File: src/radix_digit_emitter_macros.svh
// Assertion macros used by the emitter's back module.
// Each macro samples on the rising edge of clk and is disabled while rst_n is low.
`ifndef RADIX_DIGIT_EMITTER_MACROS_SVH
`define RADIX_DIGIT_EMITTER_MACROS_SVH

// The consequent must hold in the same cycle as the antecedent.
`define RDE_ASSERT_SAME(label, ante, cons, msg) \
    label: assert property (@(posedge clk) disable iff (!rst_n) (ante) |-> (cons)) \
        else $error(msg);

// The consequent must hold in the cycle after the antecedent.
`define RDE_ASSERT_NEXT(label, ante, cons, msg) \
    label: assert property (@(posedge clk) disable iff (!rst_n) (ante) |=> (cons)) \
        else $error(msg);

`endif

File: src/rde_pkg.sv
package rde_pkg;

    // Digit storage and radix limits.
    localparam int MAX_DIGITS = 32;
    localparam int MAX_RADIX  = 16;

    // Field widths.
    localparam int VALUE_W     = 32;
    localparam int CHAR_W      = 8;
    localparam int BYTE_W      = 8;
    localparam int LEN_W       = 5;
    localparam int DIGIT_W     = $clog2(MAX_RADIX);
    localparam int CNT_W       = $clog2(MAX_DIGITS + 1);
    localparam int IDX_W       = $clog2(MAX_DIGITS);
    localparam int VALUE_BYTES = VALUE_W / BYTE_W;
    localparam int BYTE_CNT_W  = $clog2(VALUE_BYTES);

    // Alphabet storage: two 64-bit words of eight characters each.
    localparam int CFG_DATA_W  = 64;
    localparam int CFG_INDEX_W = 2;
    localparam int ALPHA_W     = 2 * CFG_DATA_W;

    // Queue between the front and the back.
    localparam int QUEUE_DEPTH = 2;
    localparam int QPTR_W      = $clog2(QUEUE_DEPTH);
    localparam int QCNT_W      = $clog2(QUEUE_DEPTH + 1);

    // Characters that an alphabet may not hold.
    localparam logic [CHAR_W-1:0] CHAR_PLUS  = 8'h2B;
    localparam logic [CHAR_W-1:0] CHAR_MINUS = 8'h2D;
    localparam logic [CHAR_W-1:0] CHAR_LOW   = 8'd32;
    localparam logic [CHAR_W-1:0] CHAR_HIGH  = 8'd126;

    // Configuration register indexes.
    typedef enum logic [CFG_INDEX_W-1:0] {
        CFG_ALPHA_LOW    = 2'd0,
        CFG_ALPHA_HIGH   = 2'd1,
        CFG_ALPHA_LENGTH = 2'd2
    } cfg_index_t;

    // One classified item as it waits in the queue.
    typedef struct packed {
        logic [VALUE_W-1:0] value;
        logic               bad;
    } item_t;

    // Head of the queue as the back sees it.
    typedef struct packed {
        logic  valid;
        item_t item;
    } q_head_t;

endpackage

File: src/rde_front.sv
module rde_front (
    input  logic                                clk,
    input  logic                                rst_n,
    input  logic                                push,
    output logic                                full,
    input  logic [rde_pkg::VALUE_W-1:0]         value,
    input  logic [rde_pkg::ALPHA_W-1:0]         alphabet,
    input  logic [rde_pkg::LEN_W-1:0]           alpha_len,
    output rde_pkg::q_head_t                    head,
    input  logic                                head_pop
);

    logic                           alpha_ok;
    logic                           push_ok;
    logic                           pop_ok;
    rde_pkg::item_t                 q_mem [rde_pkg::QUEUE_DEPTH];
    logic [rde_pkg::QPTR_W-1:0]     wr_ptr_reg;
    logic [rde_pkg::QPTR_W-1:0]     wr_ptr_next;
    logic [rde_pkg::QPTR_W-1:0]     rd_ptr_reg;
    logic [rde_pkg::QPTR_W-1:0]     rd_ptr_next;
    logic [rde_pkg::QCNT_W-1:0]     count_reg;
    logic [rde_pkg::QCNT_W-1:0]     count_next;

    // Check the alphabet: length, forbidden characters and duplicates.
    always_comb
    begin
        logic [rde_pkg::CHAR_W-1:0] ci;
        alpha_ok = (alpha_len >= rde_pkg::LEN_W'(2))
                && (alpha_len <= rde_pkg::LEN_W'(rde_pkg::MAX_RADIX));
        for (int i = 0; i < rde_pkg::MAX_RADIX; i++)
        begin
            ci = alphabet[i*rde_pkg::CHAR_W +: rde_pkg::CHAR_W];
            if (rde_pkg::LEN_W'(i) < alpha_len)
            begin
                if (ci == rde_pkg::CHAR_PLUS || ci == rde_pkg::CHAR_MINUS
                    || ci < rde_pkg::CHAR_LOW || ci > rde_pkg::CHAR_HIGH)
                begin
                    alpha_ok = 1'b0;
                end
                for (int j = i + 1; j < rde_pkg::MAX_RADIX; j++)
                begin
                    if (rde_pkg::LEN_W'(j) < alpha_len
                        && alphabet[j*rde_pkg::CHAR_W +: rde_pkg::CHAR_W] == ci)
                    begin
                        alpha_ok = 1'b0;
                    end
                end
            end
        end
    end

    // Queue handshake.
    assign full    = (count_reg == rde_pkg::QCNT_W'(rde_pkg::QUEUE_DEPTH));
    assign push_ok = push && !full;
    assign pop_ok  = head_pop && head.valid;

    assign head.valid = (count_reg != '0);
    assign head.item  = q_mem[rd_ptr_reg];

    // Pointer and fill count update.
    always_comb
    begin
        wr_ptr_next = wr_ptr_reg;
        rd_ptr_next = rd_ptr_reg;
        count_next  = count_reg;
        if (push_ok)
        begin
            wr_ptr_next = (wr_ptr_reg == rde_pkg::QPTR_W'(rde_pkg::QUEUE_DEPTH - 1))
                        ? '0 : wr_ptr_reg + 1'b1;
        end
        if (pop_ok)
        begin
            rd_ptr_next = (rd_ptr_reg == rde_pkg::QPTR_W'(rde_pkg::QUEUE_DEPTH - 1))
                        ? '0 : rd_ptr_reg + 1'b1;
        end
        if (push_ok && !pop_ok)
        begin
            count_next = count_reg + 1'b1;
        end
        else if (pop_ok && !push_ok)
        begin
            count_next = count_reg - 1'b1;
        end
    end

    always_ff @(posedge clk or negedge rst_n)
    begin
        if (!rst_n)
        begin
            wr_ptr_reg <= '0;
            rd_ptr_reg <= '0;
            count_reg  <= '0;
        end
        else
        begin
            wr_ptr_reg <= wr_ptr_next;
            rd_ptr_reg <= rd_ptr_next;
            count_reg  <= count_next;
        end
    end

    // Queue entries hold the value and its classification.
    always_ff @(posedge clk)
    begin
        if (push_ok)
        begin
            q_mem[wr_ptr_reg].value <= value;
            q_mem[wr_ptr_reg].bad   <= !alpha_ok;
        end
    end

endmodule

File: src/rde_back.sv
`include "radix_digit_emitter_macros.svh"

module rde_back (
    input  logic                            clk,
    input  logic                            rst_n,
    input  rde_pkg::q_head_t                head,
    output logic                            head_pop,
    input  logic [rde_pkg::LEN_W-1:0]       radix,
    input  logic [rde_pkg::ALPHA_W-1:0]     alphabet,
    output logic                            out_valid,
    input  logic                            out_pop,
    output logic [rde_pkg::CHAR_W-1:0]      out_char,
    output logic                            out_last,
    output logic                            out_bad
);

    typedef enum logic [1:0] {
        ST_IDLE,
        ST_DIV,
        ST_EMIT
    } state_t;

    state_t                             state_reg;
    state_t                             state_next;
    logic [rde_pkg::VALUE_W-1:0]        work_reg;
    logic [rde_pkg::VALUE_W-1:0]        work_next;
    logic [rde_pkg::VALUE_W-1:0]        quot_reg;
    logic [rde_pkg::VALUE_W-1:0]        quot_next;
    logic [rde_pkg::DIGIT_W-1:0]        rem_reg;
    logic [rde_pkg::DIGIT_W-1:0]        rem_next;
    logic [rde_pkg::BYTE_CNT_W-1:0]     bcnt_reg;
    logic [rde_pkg::BYTE_CNT_W-1:0]     bcnt_next;
    logic [rde_pkg::CNT_W-1:0]          cnt_reg;
    logic [rde_pkg::CNT_W-1:0]          cnt_next;
    logic [rde_pkg::CNT_W-1:0]          left_reg;
    logic [rde_pkg::CNT_W-1:0]          left_next;
    logic                               rd_valid_reg;
    logic                               rd_valid_next;
    logic                               rd_last_reg;
    logic                               rd_last_next;
    logic                               out_valid_reg;
    logic                               out_valid_next;
    logic [rde_pkg::CHAR_W-1:0]         out_char_reg;
    logic [rde_pkg::CHAR_W-1:0]         out_char_next;
    logic                               out_last_reg;
    logic                               out_last_next;
    logic                               out_bad_reg;
    logic                               out_bad_next;

    logic [rde_pkg::DIGIT_W-1:0]        digit_mem [rde_pkg::MAX_DIGITS];
    logic [rde_pkg::DIGIT_W-1:0]        rdata_reg;
    logic [rde_pkg::CNT_W-1:0]          rd_addr;

    logic                               out_pop_ok;
    logic                               out_free;
    logic                               rd_to_out;
    logic                               rd_free;
    logic                               issue;
    logic                               bad_take;
    logic                               good_take;
    logic                               digit_done;
    logic                               wr_en;
    logic [rde_pkg::DIGIT_W+rde_pkg::BYTE_W-1:0] step;
    logic [rde_pkg::DIGIT_W-1:0]        rem_new;
    logic [rde_pkg::BYTE_W-1:0]         qbyte;
    logic [rde_pkg::VALUE_W-1:0]        quot_new;

    // Eight restoring division steps on one byte: returns remainder and quotient byte.
    function automatic logic [rde_pkg::DIGIT_W+rde_pkg::BYTE_W-1:0] div_byte(
        input logic [rde_pkg::DIGIT_W-1:0] rem_in,
        input logic [rde_pkg::BYTE_W-1:0]  byte_in,
        input logic [rde_pkg::LEN_W-1:0]   dvs
    );
        logic [rde_pkg::LEN_W-1:0]  r;
        logic [rde_pkg::BYTE_W-1:0] q;
        r = rde_pkg::LEN_W'(rem_in);
        q = '0;
        for (int b = rde_pkg::BYTE_W - 1; b >= 0; b--)
        begin
            r = {r[rde_pkg::LEN_W-2:0], byte_in[b]};
            if (r >= dvs)
            begin
                r    = r - dvs;
                q[b] = 1'b1;
            end
        end
        return {r[rde_pkg::DIGIT_W-1:0], q};
    endfunction

    // Index of the highest nonzero byte; zero for a zero value.
    function automatic logic [rde_pkg::BYTE_CNT_W-1:0] top_byte(
        input logic [rde_pkg::VALUE_W-1:0] v
    );
        logic [rde_pkg::BYTE_CNT_W-1:0] t;
        t = '0;
        for (int b = 1; b < rde_pkg::VALUE_BYTES; b++)
        begin
            if (v[b*rde_pkg::BYTE_W +: rde_pkg::BYTE_W] != '0)
            begin
                t = rde_pkg::BYTE_CNT_W'(b);
            end
        end
        return t;
    endfunction

    // Move the highest nonzero byte to the top of the word.
    function automatic logic [rde_pkg::VALUE_W-1:0] align_top(
        input logic [rde_pkg::VALUE_W-1:0]    v,
        input logic [rde_pkg::BYTE_CNT_W-1:0] t
    );
        return v << (rde_pkg::BYTE_W * (rde_pkg::VALUE_BYTES - 1 - int'(t)));
    endfunction

    // Handshake between the read stage, the output register and the queue.
    assign out_pop_ok = out_pop && out_valid_reg;
    assign out_free   = !out_valid_reg || out_pop_ok;
    assign rd_to_out  = rd_valid_reg && out_free;
    assign rd_free    = !rd_valid_reg || rd_to_out;
    assign issue      = (state_reg == ST_EMIT) && rd_free;
    assign bad_take   = (state_reg == ST_IDLE) && head.valid && head.item.bad
                     && !rd_valid_reg && out_free;
    assign good_take  = (state_reg == ST_IDLE) && head.valid && !head.item.bad;
    assign head_pop   = bad_take || good_take;

    // One byte of the running division per cycle.
    assign step       = div_byte(rem_reg, work_reg[rde_pkg::VALUE_W-1 -: rde_pkg::BYTE_W],
                                 radix);
    assign rem_new    = step[rde_pkg::DIGIT_W+rde_pkg::BYTE_W-1 -: rde_pkg::DIGIT_W];
    assign qbyte      = step[rde_pkg::BYTE_W-1:0];
    assign quot_new   = {quot_reg[rde_pkg::VALUE_W-rde_pkg::BYTE_W-1:0], qbyte};
    assign digit_done = (state_reg == ST_DIV) && (bcnt_reg == '0);
    assign wr_en      = digit_done && (cnt_reg < rde_pkg::CNT_W'(rde_pkg::MAX_DIGITS));

    // Digits are read back from the most significant one down.
    assign rd_addr    = left_reg - 1'b1;

    // Next-state logic.
    always_comb
    begin
        logic [rde_pkg::BYTE_CNT_W-1:0] t;
        logic [rde_pkg::CNT_W-1:0]      cnt_inc;
        state_next     = state_reg;
        work_next      = work_reg;
        quot_next      = quot_reg;
        rem_next       = rem_reg;
        bcnt_next      = bcnt_reg;
        cnt_next       = cnt_reg;
        left_next      = left_reg;
        rd_valid_next  = rd_valid_reg;
        rd_last_next   = rd_last_reg;
        out_valid_next = out_valid_reg;
        out_char_next  = out_char_reg;
        out_last_next  = out_last_reg;
        out_bad_next   = out_bad_reg;
        t              = '0;
        cnt_inc        = wr_en ? cnt_reg + 1'b1 : cnt_reg;

        // Output register drains, then refills from the read stage or a rejection.
        if (out_pop_ok)
        begin
            out_valid_next = 1'b0;
        end
        if (rd_to_out)
        begin
            out_valid_next = 1'b1;
            out_char_next  = alphabet[rdata_reg*rde_pkg::CHAR_W +: rde_pkg::CHAR_W];
            out_last_next  = rd_last_reg;
            out_bad_next   = 1'b0;
            rd_valid_next  = 1'b0;
        end
        if (bad_take)
        begin
            out_valid_next = 1'b1;
            out_char_next  = '0;
            out_last_next  = 1'b1;
            out_bad_next   = 1'b1;
        end

        // Memory read issue during emission.
        if (issue)
        begin
            rd_valid_next = 1'b1;
            rd_last_next  = (left_reg == rde_pkg::CNT_W'(1));
            left_next     = left_reg - 1'b1;
        end

        case (state_reg)
            ST_IDLE:
            begin
                if (good_take)
                begin
                    t          = top_byte(head.item.value);
                    work_next  = align_top(head.item.value, t);
                    bcnt_next  = t;
                    quot_next  = '0;
                    rem_next   = '0;
                    cnt_next   = '0;
                    state_next = ST_DIV;
                end
            end
            ST_DIV:
            begin
                work_next = work_reg << rde_pkg::BYTE_W;
                quot_next = quot_new;
                rem_next  = rem_new;
                bcnt_next = bcnt_reg - 1'b1;
                if (digit_done)
                begin
                    cnt_next = cnt_inc;
                    if (quot_new == '0)
                    begin
                        left_next  = cnt_inc;
                        state_next = ST_EMIT;
                    end
                    else
                    begin
                        t         = top_byte(quot_new);
                        work_next = align_top(quot_new, t);
                        bcnt_next = t;
                        quot_next = '0;
                        rem_next  = '0;
                    end
                end
            end
            ST_EMIT:
            begin
                if (issue && left_reg == rde_pkg::CNT_W'(1))
                begin
                    state_next = ST_IDLE;
                end
            end
            default:
            begin
                state_next = ST_IDLE;
            end
        endcase
    end

    // State and registered outputs.
    always_ff @(posedge clk or negedge rst_n)
    begin
        if (!rst_n)
        begin
            state_reg     <= ST_IDLE;
            work_reg      <= '0;
            quot_reg      <= '0;
            rem_reg       <= '0;
            bcnt_reg      <= '0;
            cnt_reg       <= '0;
            left_reg      <= '0;
            rd_valid_reg  <= 1'b0;
            rd_last_reg   <= 1'b0;
            out_valid_reg <= 1'b0;
            out_char_reg  <= '0;
            out_last_reg  <= 1'b0;
            out_bad_reg   <= 1'b0;
        end
        else
        begin
            state_reg     <= state_next;
            work_reg      <= work_next;
            quot_reg      <= quot_next;
            rem_reg       <= rem_next;
            bcnt_reg      <= bcnt_next;
            cnt_reg       <= cnt_next;
            left_reg      <= left_next;
            rd_valid_reg  <= rd_valid_next;
            rd_last_reg   <= rd_last_next;
            out_valid_reg <= out_valid_next;
            out_char_reg  <= out_char_next;
            out_last_reg  <= out_last_next;
            out_bad_reg   <= out_bad_next;
        end
    end

    // Digit store: written once per finished digit, read with registered data.
    always_ff @(posedge clk)
    begin
        if (wr_en)
        begin
            digit_mem[cnt_reg[rde_pkg::IDX_W-1:0]] <= rem_new;
        end
        if (issue)
        begin
            rdata_reg <= digit_mem[rd_addr[rde_pkg::IDX_W-1:0]];
        end
    end

    assign out_valid = out_valid_reg;
    assign out_char  = out_char_reg;
    assign out_last  = out_last_reg;
    assign out_bad   = out_bad_reg;

    // Emission only runs with digits pending, and never past what was stored.
    `RDE_ASSERT_SAME(a_emit_in_range, state_reg == ST_EMIT, left_reg != '0 && left_reg <= cnt_reg, "emission index out of range")
    // A rejection result always closes its transaction and carries no character.
    `RDE_ASSERT_SAME(a_bad_is_last, out_valid_reg && out_bad_reg, out_last_reg && out_char_reg == '0, "rejection result malformed")
    // A rejection is taken only once the read stage is empty, so it cannot overtake a digit.
    `RDE_ASSERT_NEXT(a_bad_in_order, bad_take, !rd_valid_reg && out_valid_reg && out_bad_reg, "rejection overtook a digit")
    // The digit count never exceeds the store depth.
    `RDE_ASSERT_SAME(a_count_bound, 1'b1, cnt_reg <= rde_pkg::CNT_W'(rde_pkg::MAX_DIGITS), "digit count overflow")

endmodule

File: src/radix_digit_emitter.sv
// Channel      Direction  Handshake              Payload
// input        in         push / full            value
// result       out        pop / empty            digit_char, last, bad_alphabet
// config       in         cfg_valid / cfg_ready  cfg_index, cfg_data
//
// For each digit the divider works through the significant bytes of the running quotient
// (one to four); the digits are emitted once all of them are stored, as pop allows.
// A rejected alphabet yields its single result once the read stage and output register are free.
// Reset clears all control state; the digit store holds no reset value.
// A two-entry queue accepts new values while the back divides or waits on pop.
// Configuration is always ready and must only be written while the block is idle.
module radix_digit_emitter (
    input  logic                                clk,
    input  logic                                rst_n,
    input  logic                                push,
    output logic                                full,
    input  logic [rde_pkg::VALUE_W-1:0]         value,
    output logic                                empty,
    input  logic                                pop,
    output logic [rde_pkg::CHAR_W-1:0]          digit_char,
    output logic                                last,
    output logic                                bad_alphabet,
    input  logic                                cfg_valid,
    output logic                                cfg_ready,
    input  logic [rde_pkg::CFG_INDEX_W-1:0]     cfg_index,
    input  logic [rde_pkg::CFG_DATA_W-1:0]      cfg_data
);

    logic [rde_pkg::CFG_DATA_W-1:0]  alpha_low_reg;
    logic [rde_pkg::CFG_DATA_W-1:0]  alpha_high_reg;
    logic [rde_pkg::LEN_W-1:0]       alpha_len_reg;
    logic [rde_pkg::ALPHA_W-1:0]     alphabet;
    rde_pkg::q_head_t                head;
    logic                            head_pop;
    logic                            out_valid;

    // Configuration registers; writes to unused indexes are dropped.
    assign cfg_ready = 1'b1;

    always_ff @(posedge clk or negedge rst_n)
    begin
        if (!rst_n)
        begin
            alpha_low_reg  <= '0;
            alpha_high_reg <= '0;
            alpha_len_reg  <= '0;
        end
        else if (cfg_valid && cfg_ready)
        begin
            case (cfg_index)
                rde_pkg::CFG_ALPHA_LOW:
                begin
                    alpha_low_reg <= cfg_data;
                end
                rde_pkg::CFG_ALPHA_HIGH:
                begin
                    alpha_high_reg <= cfg_data;
                end
                rde_pkg::CFG_ALPHA_LENGTH:
                begin
                    alpha_len_reg <= cfg_data[rde_pkg::LEN_W-1:0];
                end
                default:
                begin
                end
            endcase
        end
    end

    assign alphabet = {alpha_high_reg, alpha_low_reg};

    // Front: takes each transaction, checks the alphabet and queues the result.
    rde_front u_front (
        .clk       (clk),
        .rst_n     (rst_n),
        .push      (push),
        .full      (full),
        .value     (value),
        .alphabet  (alphabet),
        .alpha_len (alpha_len_reg),
        .head      (head),
        .head_pop  (head_pop)
    );

    // Back: divides, stores digits and emits them most significant first.
    rde_back u_back (
        .clk       (clk),
        .rst_n     (rst_n),
        .head      (head),
        .head_pop  (head_pop),
        .radix     (alpha_len_reg),
        .alphabet  (alphabet),
        .out_valid (out_valid),
        .out_pop   (pop),
        .out_char  (digit_char),
        .out_last  (last),
        .out_bad   (bad_alphabet)
    );

    assign empty = !out_valid;

endmodule
File: config.mk
export PLATFORM = sky130hd
export DESIGN_NAME = radix_digit_emitter
export DESIGN_NICKNAME = d
export VERILOG_FILES = /design/src/rde_pkg.sv /design/src/rde_front.sv /design/src/rde_back.sv /design/src/radix_digit_emitter.sv
export VERILOG_INCLUDE_DIRS = /design/src /design/src/src
export SDC_FILE = /design/constraint.sdc
export NUM_CORES = 2
export LEC_CHECK = 0
export BUFFER_PORTS_ARGS = -buffer_cell sky130_fd_sc_hd__buf_4
export CORE_UTILIZATION = 30
export DETAILED_ROUTE_END_ITERATION = 8
export GPL_ROUTABILITY_DRIVEN = 0
export GPL_TIMING_DRIVEN = 0
export PLACE_DENSITY = 0.47
export SETUP_SLACK_MARGIN = 0.4
export SYNTH_ARGS = -nofsm -noshare
export SYNTH_HDL_FRONTEND = slang
export SYNTH_SLANG_ARGS = --single-unit
File: constraint.sdc
create_clock -name clk -period 18.3 [get_ports clk]
set_clock_uncertainty 0.15 [all_clocks]
set_input_delay 3.66 -clock clk [delete_from_list [all_inputs] [get_ports clk]]
set_output_delay 3.66 -clock clk [all_outputs]
set_load 0.03 [all_outputs]
Word-level counts from Yosys, hierarchy flattened. Memory sizes are Yosys's and may differ from the RTL's. A register that Yosys moved wholly into a read port is not among the register bits. Index checks and enable logic that the tools add are counted.

Shift operators: 3. Order comparisons: 59. Mux-type cells: 226. Equality and inequality tests: 162. $add $sub $neg: 17. Reduce and logical (&&, ||, !) cells: 216.

Operator list (number): equality test 8 bit (120); equality test 8 x 6 -> 1 bit (second input constant) (32); 2-to-1 mux 1 bit (176); logical AND 1 bit (136); greater-than comparator 8 x 7 -> 1 bit (second input constant) (16); less-than comparator 8 x 6 -> 1 bit (second input constant) (16); variable part select 128 x 8 -> 8 bit (1); 2-to-1 mux 32 bit (3); 2-to-1 mux 24 bit (3); case mux 32 bit (2 select lines) (1); left shift 32 x 32 -> 32 bit (2); logical OR 1 bit (51); case mux 24 bit (2 select lines) (1); nonzero test 8 bit (6); 2-to-1 mux 4 bit (11); 2-to-1 mux 6 bit (7); >= comparator 5 bit (8); less-than comparator 4 x 5 -> 1 bit (first input constant) (8); 2-to-1 mux 2 bit (18); logical NOT 32 bit (1); subtractor 4 bit (8); less-than comparator 3 x 5 -> 1 bit (first input constant) (4); 2-to-1 mux 8 bit (2); case mux 6 bit (2 select lines) (1); other kinds (26) (51).

Output and inout port bits: 13. Logic and storage cells: 704. Register bits after elaboration: 226. Memory bits (writable): 194. Input bits: 103. Memories kept: 2.

Memories: u_back.digit_mem (depth 32, bits a word 4, rd ports 1, clocked after Yosys merged registers in 1, write ports 1, line rde_back.sv:50) `logic [rde_pkg::DIGIT_W-1:0] digit_mem [rde_pkg::MAX_DIGITS];`; u_front.q_mem (depth 2, bits a word 33, rd ports 1, clocked after Yosys merged registers in 0, write ports 1, line rde_front.sv:16) `rde_pkg::item_t q_mem [rde_pkg::QUEUE_DEPTH];`.

Depth between registers and ports, before layout.
Depth in word-level cells: 157. Gate-level depth with buffers: 62. Gate-level depth less buffers: 55.

Cells and area by module. From an unflattened synthesis, not the netlist that was laid out.

Cell total of the unflattened synthesis: 3239. Area, all modules: 34045.2 sq um.

By module, submodules not included: rde_front (cells each 1875, area an instance 15556.2 sq um, seq. area each 2082.0 sq um, times used 1); rde_back (cells each 1078, area an instance 13113.8 sq um, seq. area each 6190.9 sq um, times used 1); radix_digit_emitter (cells each 286, area an instance 5375.2 sq um, seq. area each 3328.2 sq um, times used 1).

Least setup slack after synthesis. OpenSTA, ideal clock, no wires.

Path type: register to register. Start: reg alpha_len_reg[1] in the netlist's numbering. End: mem u_back.digit_mem[0][1] in the netlist's numbering, data pin. Stages on the path, launching flop included: 54. Arrival time: 12213 ps. Path buffers: 4. Path slack: 5545 ps. Required time: 17758 ps. Library setup time: 392 ps. Clock period less this slack: 12755 ps. Cell sequence: dfrtp_1 -> buf_2 -> inv_1 -> ha_1 -> nor2b_1 -> o31a_1 -> o22a_1 -> clkbuf_1 -> nor2_1 -> a21oi_1 -> ha_1 -> a21o_1 -> a31oi_1 -> o21ai_0 -> clkbuf_1 -> mux2_2 -> ha_1 -> a21o_1 -> (+18 left out) -> o31ai_2 -> nand2_1 -> o21ai_0 -> inv_1 -> ha_1 -> o21ai_0 -> nor3b_1 -> o31ai_1 -> clkbuf_1 -> nand2_1 -> o21ai_0 -> inv_1 -> ha_1 -> nor2b_1 -> o21ai_0 -> and2_1 -> o21ai_1 -> mux2i_1.

Longest elaborated chain between the ends: 16. Elaborated cells on any way between the ends: 24. Classes of those cells: 8 x add/sub; 8 x order compare; 8 x mux.

RTL lines: start: declaration (line radix_digit_emitter.sv:31) `logic [rde_pkg::LEN_W-1:0] alpha_len_reg;`; start signal: assignment (line radix_digit_emitter.sv:61) `alpha_len_reg <= cfg_data[rde_pkg::LEN_W-1:0];`; subtractor 4 bit / >= comparator 5 bit (equally long branches) (line rde_back.sv:83, rde_back.sv:81); 2-to-1 mux 4 bit (line rde_back.sv:81) `if (r >= dvs)`; subtractor 4 bit / >= comparator 5 bit (equally long branches) (line rde_back.sv:83, rde_back.sv:81); 2-to-1 mux 4 bit (line rde_back.sv:81); subtractor 4 bit / >= comparator 5 bit (equally long branches) (line rde_back.sv:83, rde_back.sv:81); 2-to-1 mux 4 bit (line rde_back.sv:81); >= comparator 5 bit / subtractor 4 bit (equally long branches) (line rde_back.sv:81, rde_back.sv:83); 2-to-1 mux 4 bit (line rde_back.sv:81); subtractor 4 bit / >= comparator 5 bit (equally long branches) (line rde_back.sv:83, rde_back.sv:81); 2-to-1 mux 4 bit (line rde_back.sv:81); subtractor 4 bit / >= comparator 5 bit (equally long branches) (line rde_back.sv:83, rde_back.sv:81); 2-to-1 mux 4 bit (line rde_back.sv:81); >= comparator 5 bit / subtractor 4 bit (equally long branches) (line rde_back.sv:81, rde_back.sv:83); 2-to-1 mux 4 bit (line rde_back.sv:81); subtractor 4 bit / >= comparator 5 bit (equally long branches) (line rde_back.sv:83, rde_back.sv:81); 2-to-1 mux 4 bit * (line rde_back.sv:81); net u_back.rem_new, one bit (line rde_back.sv:64) `logic [rde_pkg::DIGIT_W-1:0] rem_new;`; end: declaration (line rde_back.sv:50).

The timed path passes the listed nets; every way through them passes the cells marked *.

Final worst setup path.
Start: reg alpha_len_reg[1] in the netlist's numbering. End: reg u_back.work_reg[30] in the netlist's numbering.

Longest elaborated chain between the ends: 20. Elaborated cells on any way between the ends: 35. Classes of those cells: 7 x add/sub; 8 x order compare; 1 x shift; 18 x mux; 1 x reduce/logical.

RTL lines: subtractor 4 bit / >= comparator 5 bit (equally long branches) (line rde_back.sv:83, rde_back.sv:81); 2-to-1 mux 4 bit (line rde_back.sv:81); subtractor 4 bit / >= comparator 5 bit (equally long branches) (line rde_back.sv:83, rde_back.sv:81); 2-to-1 mux 4 bit (line rde_back.sv:81); subtractor 4 bit / >= comparator 5 bit (equally long branches) (line rde_back.sv:83, rde_back.sv:81); 2-to-1 mux 4 bit (line rde_back.sv:81); >= comparator 5 bit / subtractor 4 bit (equally long branches) (line rde_back.sv:81, rde_back.sv:83); 2-to-1 mux 4 bit (line rde_back.sv:81); (+4 left out); subtractor 4 bit / >= comparator 5 bit (equally long branches) (line rde_back.sv:83, rde_back.sv:81); 2-to-1 mux 4 bit (line rde_back.sv:81); >= comparator 5 bit (line rde_back.sv:81); 2-to-1 mux 1 bit (line rde_back.sv:81); logical NOT 32 bit (line rde_back.sv:210) `if (quot_new == '0)`; 2-to-1 mux 32 bit * (line rde_back.sv:210); 2-to-1 mux 32 bit * (line rde_back.sv:207) `if (digit_done)`; case mux 32 bit (2 select lines) * (line rde_back.sv:187) `case (state_reg)`; end signal: assignment (line rde_back.sv:261) `work_reg <= work_next;`; end: declaration (line rde_back.sv:25) `logic [rde_pkg::VALUE_W-1:0] work_reg;`.

Every way passes the cells marked *; elsewhere a longest branch is shown, timed or not. A chain may end at the register's enable or synchronous reset.

==> flow_summary.yaml <==
grt:
  grt_max_degree: 82
  grt_pass1_vias: 26822
  grt_usage: 0.261
  grt_antenna_before_repair: 3
  grt_pass1_wl_um: 209000
  overflow: 0
synthesis:
  yosys_warnings: 0
  syn_area_um2: 33100
  syn_area_per_cell_um2: 10.4
  async_reset_ff_frac: 0.533
  synth_edf_count: 198
  synth_ff_type: "dfrtp_1"
  ys_seq_elements: 424
  yosys.cell_types.count: 78
  seq_area_frac_synth: 0.350
  syn_inst: 3175
  syn_nets: 3334
placement:
  hpwlAfterDp_um: 102000
  io_buffers: 114
  place_inst: 4771
clock_network:
  clk_latency_ns: 0.68
  postCtsResizedCells: 0
  cts_root_buf: "clkbuf_16"
  cts_tree: "done"
  cts.sinks: 424
  post-cts-setup-buffer-count: 0
  h-tree-depth: 2
  hold_buffers: 0
  cts_made_buffers: 51
  path_clk_slew_ns: 0.06
  clockBufferDepth: 3
setup_path:
  critical_path.max_fanout: 11
  critPathCaptureType: "register"
  arrival_ns: 16.71
  crit_top_cell: "ha_1"
  max_stage_delay_ns: 0.85
  worst_setup_path_start_kind: "register"
  path_class: "reg -> reg"
  critPathSlowestCell: "dfrtp_1"
  cp_data_required_time_ns: 18.73
routing:
  viasPerCell: 5.78
  first_pass_iters: 6
  route.detailed.drc: 0
  routed-via-count: 28139
  antenna_left: 0
  wire_per_inst_um: 30.6
  first_iter_violations: 4071
  route.final.wire_length_um: 149000
power_and_ir_drop:
  switching_share: 0.466
  p_comb_frac: 0.620
  p_seq_frac: 0.269
  p_per_area_nw_per_um2: 259
  p_int_mw: 5.22
  p_clk_frac: 0.111
  leakage_nw: 13.6
  vdd_drop_max_mv: 1.10
  p_switching_mw: 4.56
sta:
  min_period_over_period: 0.890
  worst_slew_pin_slew_ns: 1.64
  slew-limit-headroom: -0.0903
  drv_slew: 19
  tns_ns: 0
  fmax_mhz: 61.4
  min_period_ns: 16.28
  rsz0062_at_grt: "no"
  setup_viol: 0
  hold_violations: 0
die:
  die_width_um: 334
  row_count: 121
  die_y_um: 334
  floorplan.initialDensity: 0.303
  core-area_um2: 109000
  io_pins: 116
  dieArea_um2: 112000
job:
  maxCapViolations: 3
cells_and_area:
  seq_area_um2: 11600
  area_growth_pct: 14.2
  multi_input_area_um2: 19800
  drive_gt1_frac: 0.221
  largest_reg_flops: 128
  num-fill-cells: 11123
  mostFrequentLayoutCells: "635 x xnor2_1, 349 x xor2_1, 252 x buf_2"
  finish.utilization: 0.346
  final_cells: 4867
  final_common_cell: "xnor2_1"
  nets: 3507
status:
  violations: "max-capacitance violations, max-slew violations"
  outcome: "finished with violations"
worst_hold_path:
  min-delay-path-class: "reg -> reg"
==> critical path: cells and delay by family (launching register included) <==
kind                     cells  cell delay (ns)
AO/OA/AOI/OAI               25             6.70
adder cells (fa/ha/maj)      8             2.45
buffers and inverters       11             3.14
flip-flops                   1             0.85
multiplexers                 3             1.25
AND/OR/NAND/NOR             11             1.59
==> layer usage <==
metal / vias up / routed length (um) / GRT usage
met4: 4 / 9040 / 0.140
met2: 1976 / 61100 / 0.373
met3: 499 / 16800 / 0.0710
met1: 13983 / 62300 / 0.356
met5: - / 23 / 0
li1: 11677 / - / -
==> layout make-up <==
type	count	share of cell area
inverters	39	0.00387
flip-flops and latches	424	0.307
plain buffers	340	0.0438
well taps	1476	0.0488
repair buffers	120	0.0264
multi-input cells	2372	0.523
clock inverters	28	0.0105
clock buffers	65	0.0365
diodes	3	0.000199
==> metrics by stage <==
stage	setup slack (ns)	hold slack (ns)	power (mW)	area [um2]
after floorplan	5.54	0.300	6.10	33100
after global placement	-1.02	0.317	7.34	35800
after detailed placement	1.24	0.321	8.66	36000
after CTS	1.05	0.336	9.76	37800
after global routing	0.587	0.348	10.3	37800
final	2.02	0.333	9.78	37800
==> Yosys cell counts, types with 13 or more instances <==
master    number  area [um2]
nand2b_1      13        81.3
ha_1          48         601
buf_1         23        86.3
a21o_1        19         143
mux4_2        89        2000
dfrtp_1      226        5660
nand2_1      109         409
nor2_1       112         420
a31oi_1       45         282
nor3_1        79         395
buf_2        252        1260
mux2_2       169        1900
clkbuf_1      57         214
a221oi_1      17         149
nand3_1       51         255
a21oi_1       68         340
xor2_1       350        3070
mux2i_1       29         290
o22ai_1       15        93.8
xnor2_1      635        5560
inv_1         39         146
o31ai_1       13        97.6
edfxtp_1     198        5950
a22o_1        28         245
nand4_1      167        1040
nor4_1       115         719
o21ai_0       49         245
==> path summary, 6_finish.rpt <==
path                            cells past startpoint  slack [ns]                   to                from
worst min register to register                      1        0.33   u_back.rd_last_reg  u_back.rd_last_reg
min in group asynchronous                           1        2.81   alpha_high_reg[10]               rst_n
worst max-delay path                               58        2.02  u_back.work_reg[30]    alpha_len_reg[1]
worst min-delay path                                1        0.33   u_back.rd_last_reg  u_back.rd_last_reg
max in group asynchronous                           3       13.98  u_back.work_reg[26]               rst_n
worst max register to register                     58        2.02  u_back.work_reg[30]    alpha_len_reg[1]
==> power groups by stage <==
stage / sequential (mW) / combinational [mW] / clock, mW
final: 2.63 / 6.06 / 1.09
after global routing: 2.63 / 6.49 / 1.14
after CTS: 2.63 / 6.02 / 1.11
after detailed placement: 2.65 / 6.01 / 0
after global placement: 2.29 / 5.05 / 0
after floorplan: 2.58 / 3.52 / 0
==> kinds of logic (layout without fill, tap and decap cells) <==
family                   count (synthesis)  in the layout  share of synthesized area
AO/OA/AOI/OAI                          342            342                     0.0718
XOR/XNOR                               985            985                      0.261
adder cells (fa/ha/maj)                 56             56                     0.0230
buffers and inverters                  379            592                     0.0545
flip-flops                             424            424                      0.350
multiplexers                           287            287                      0.127
other                                    1              4                   0.000113
AND/OR/NAND/NOR                        701            701                      0.113
Note: power is estimated with default switching activity, not from simulation.
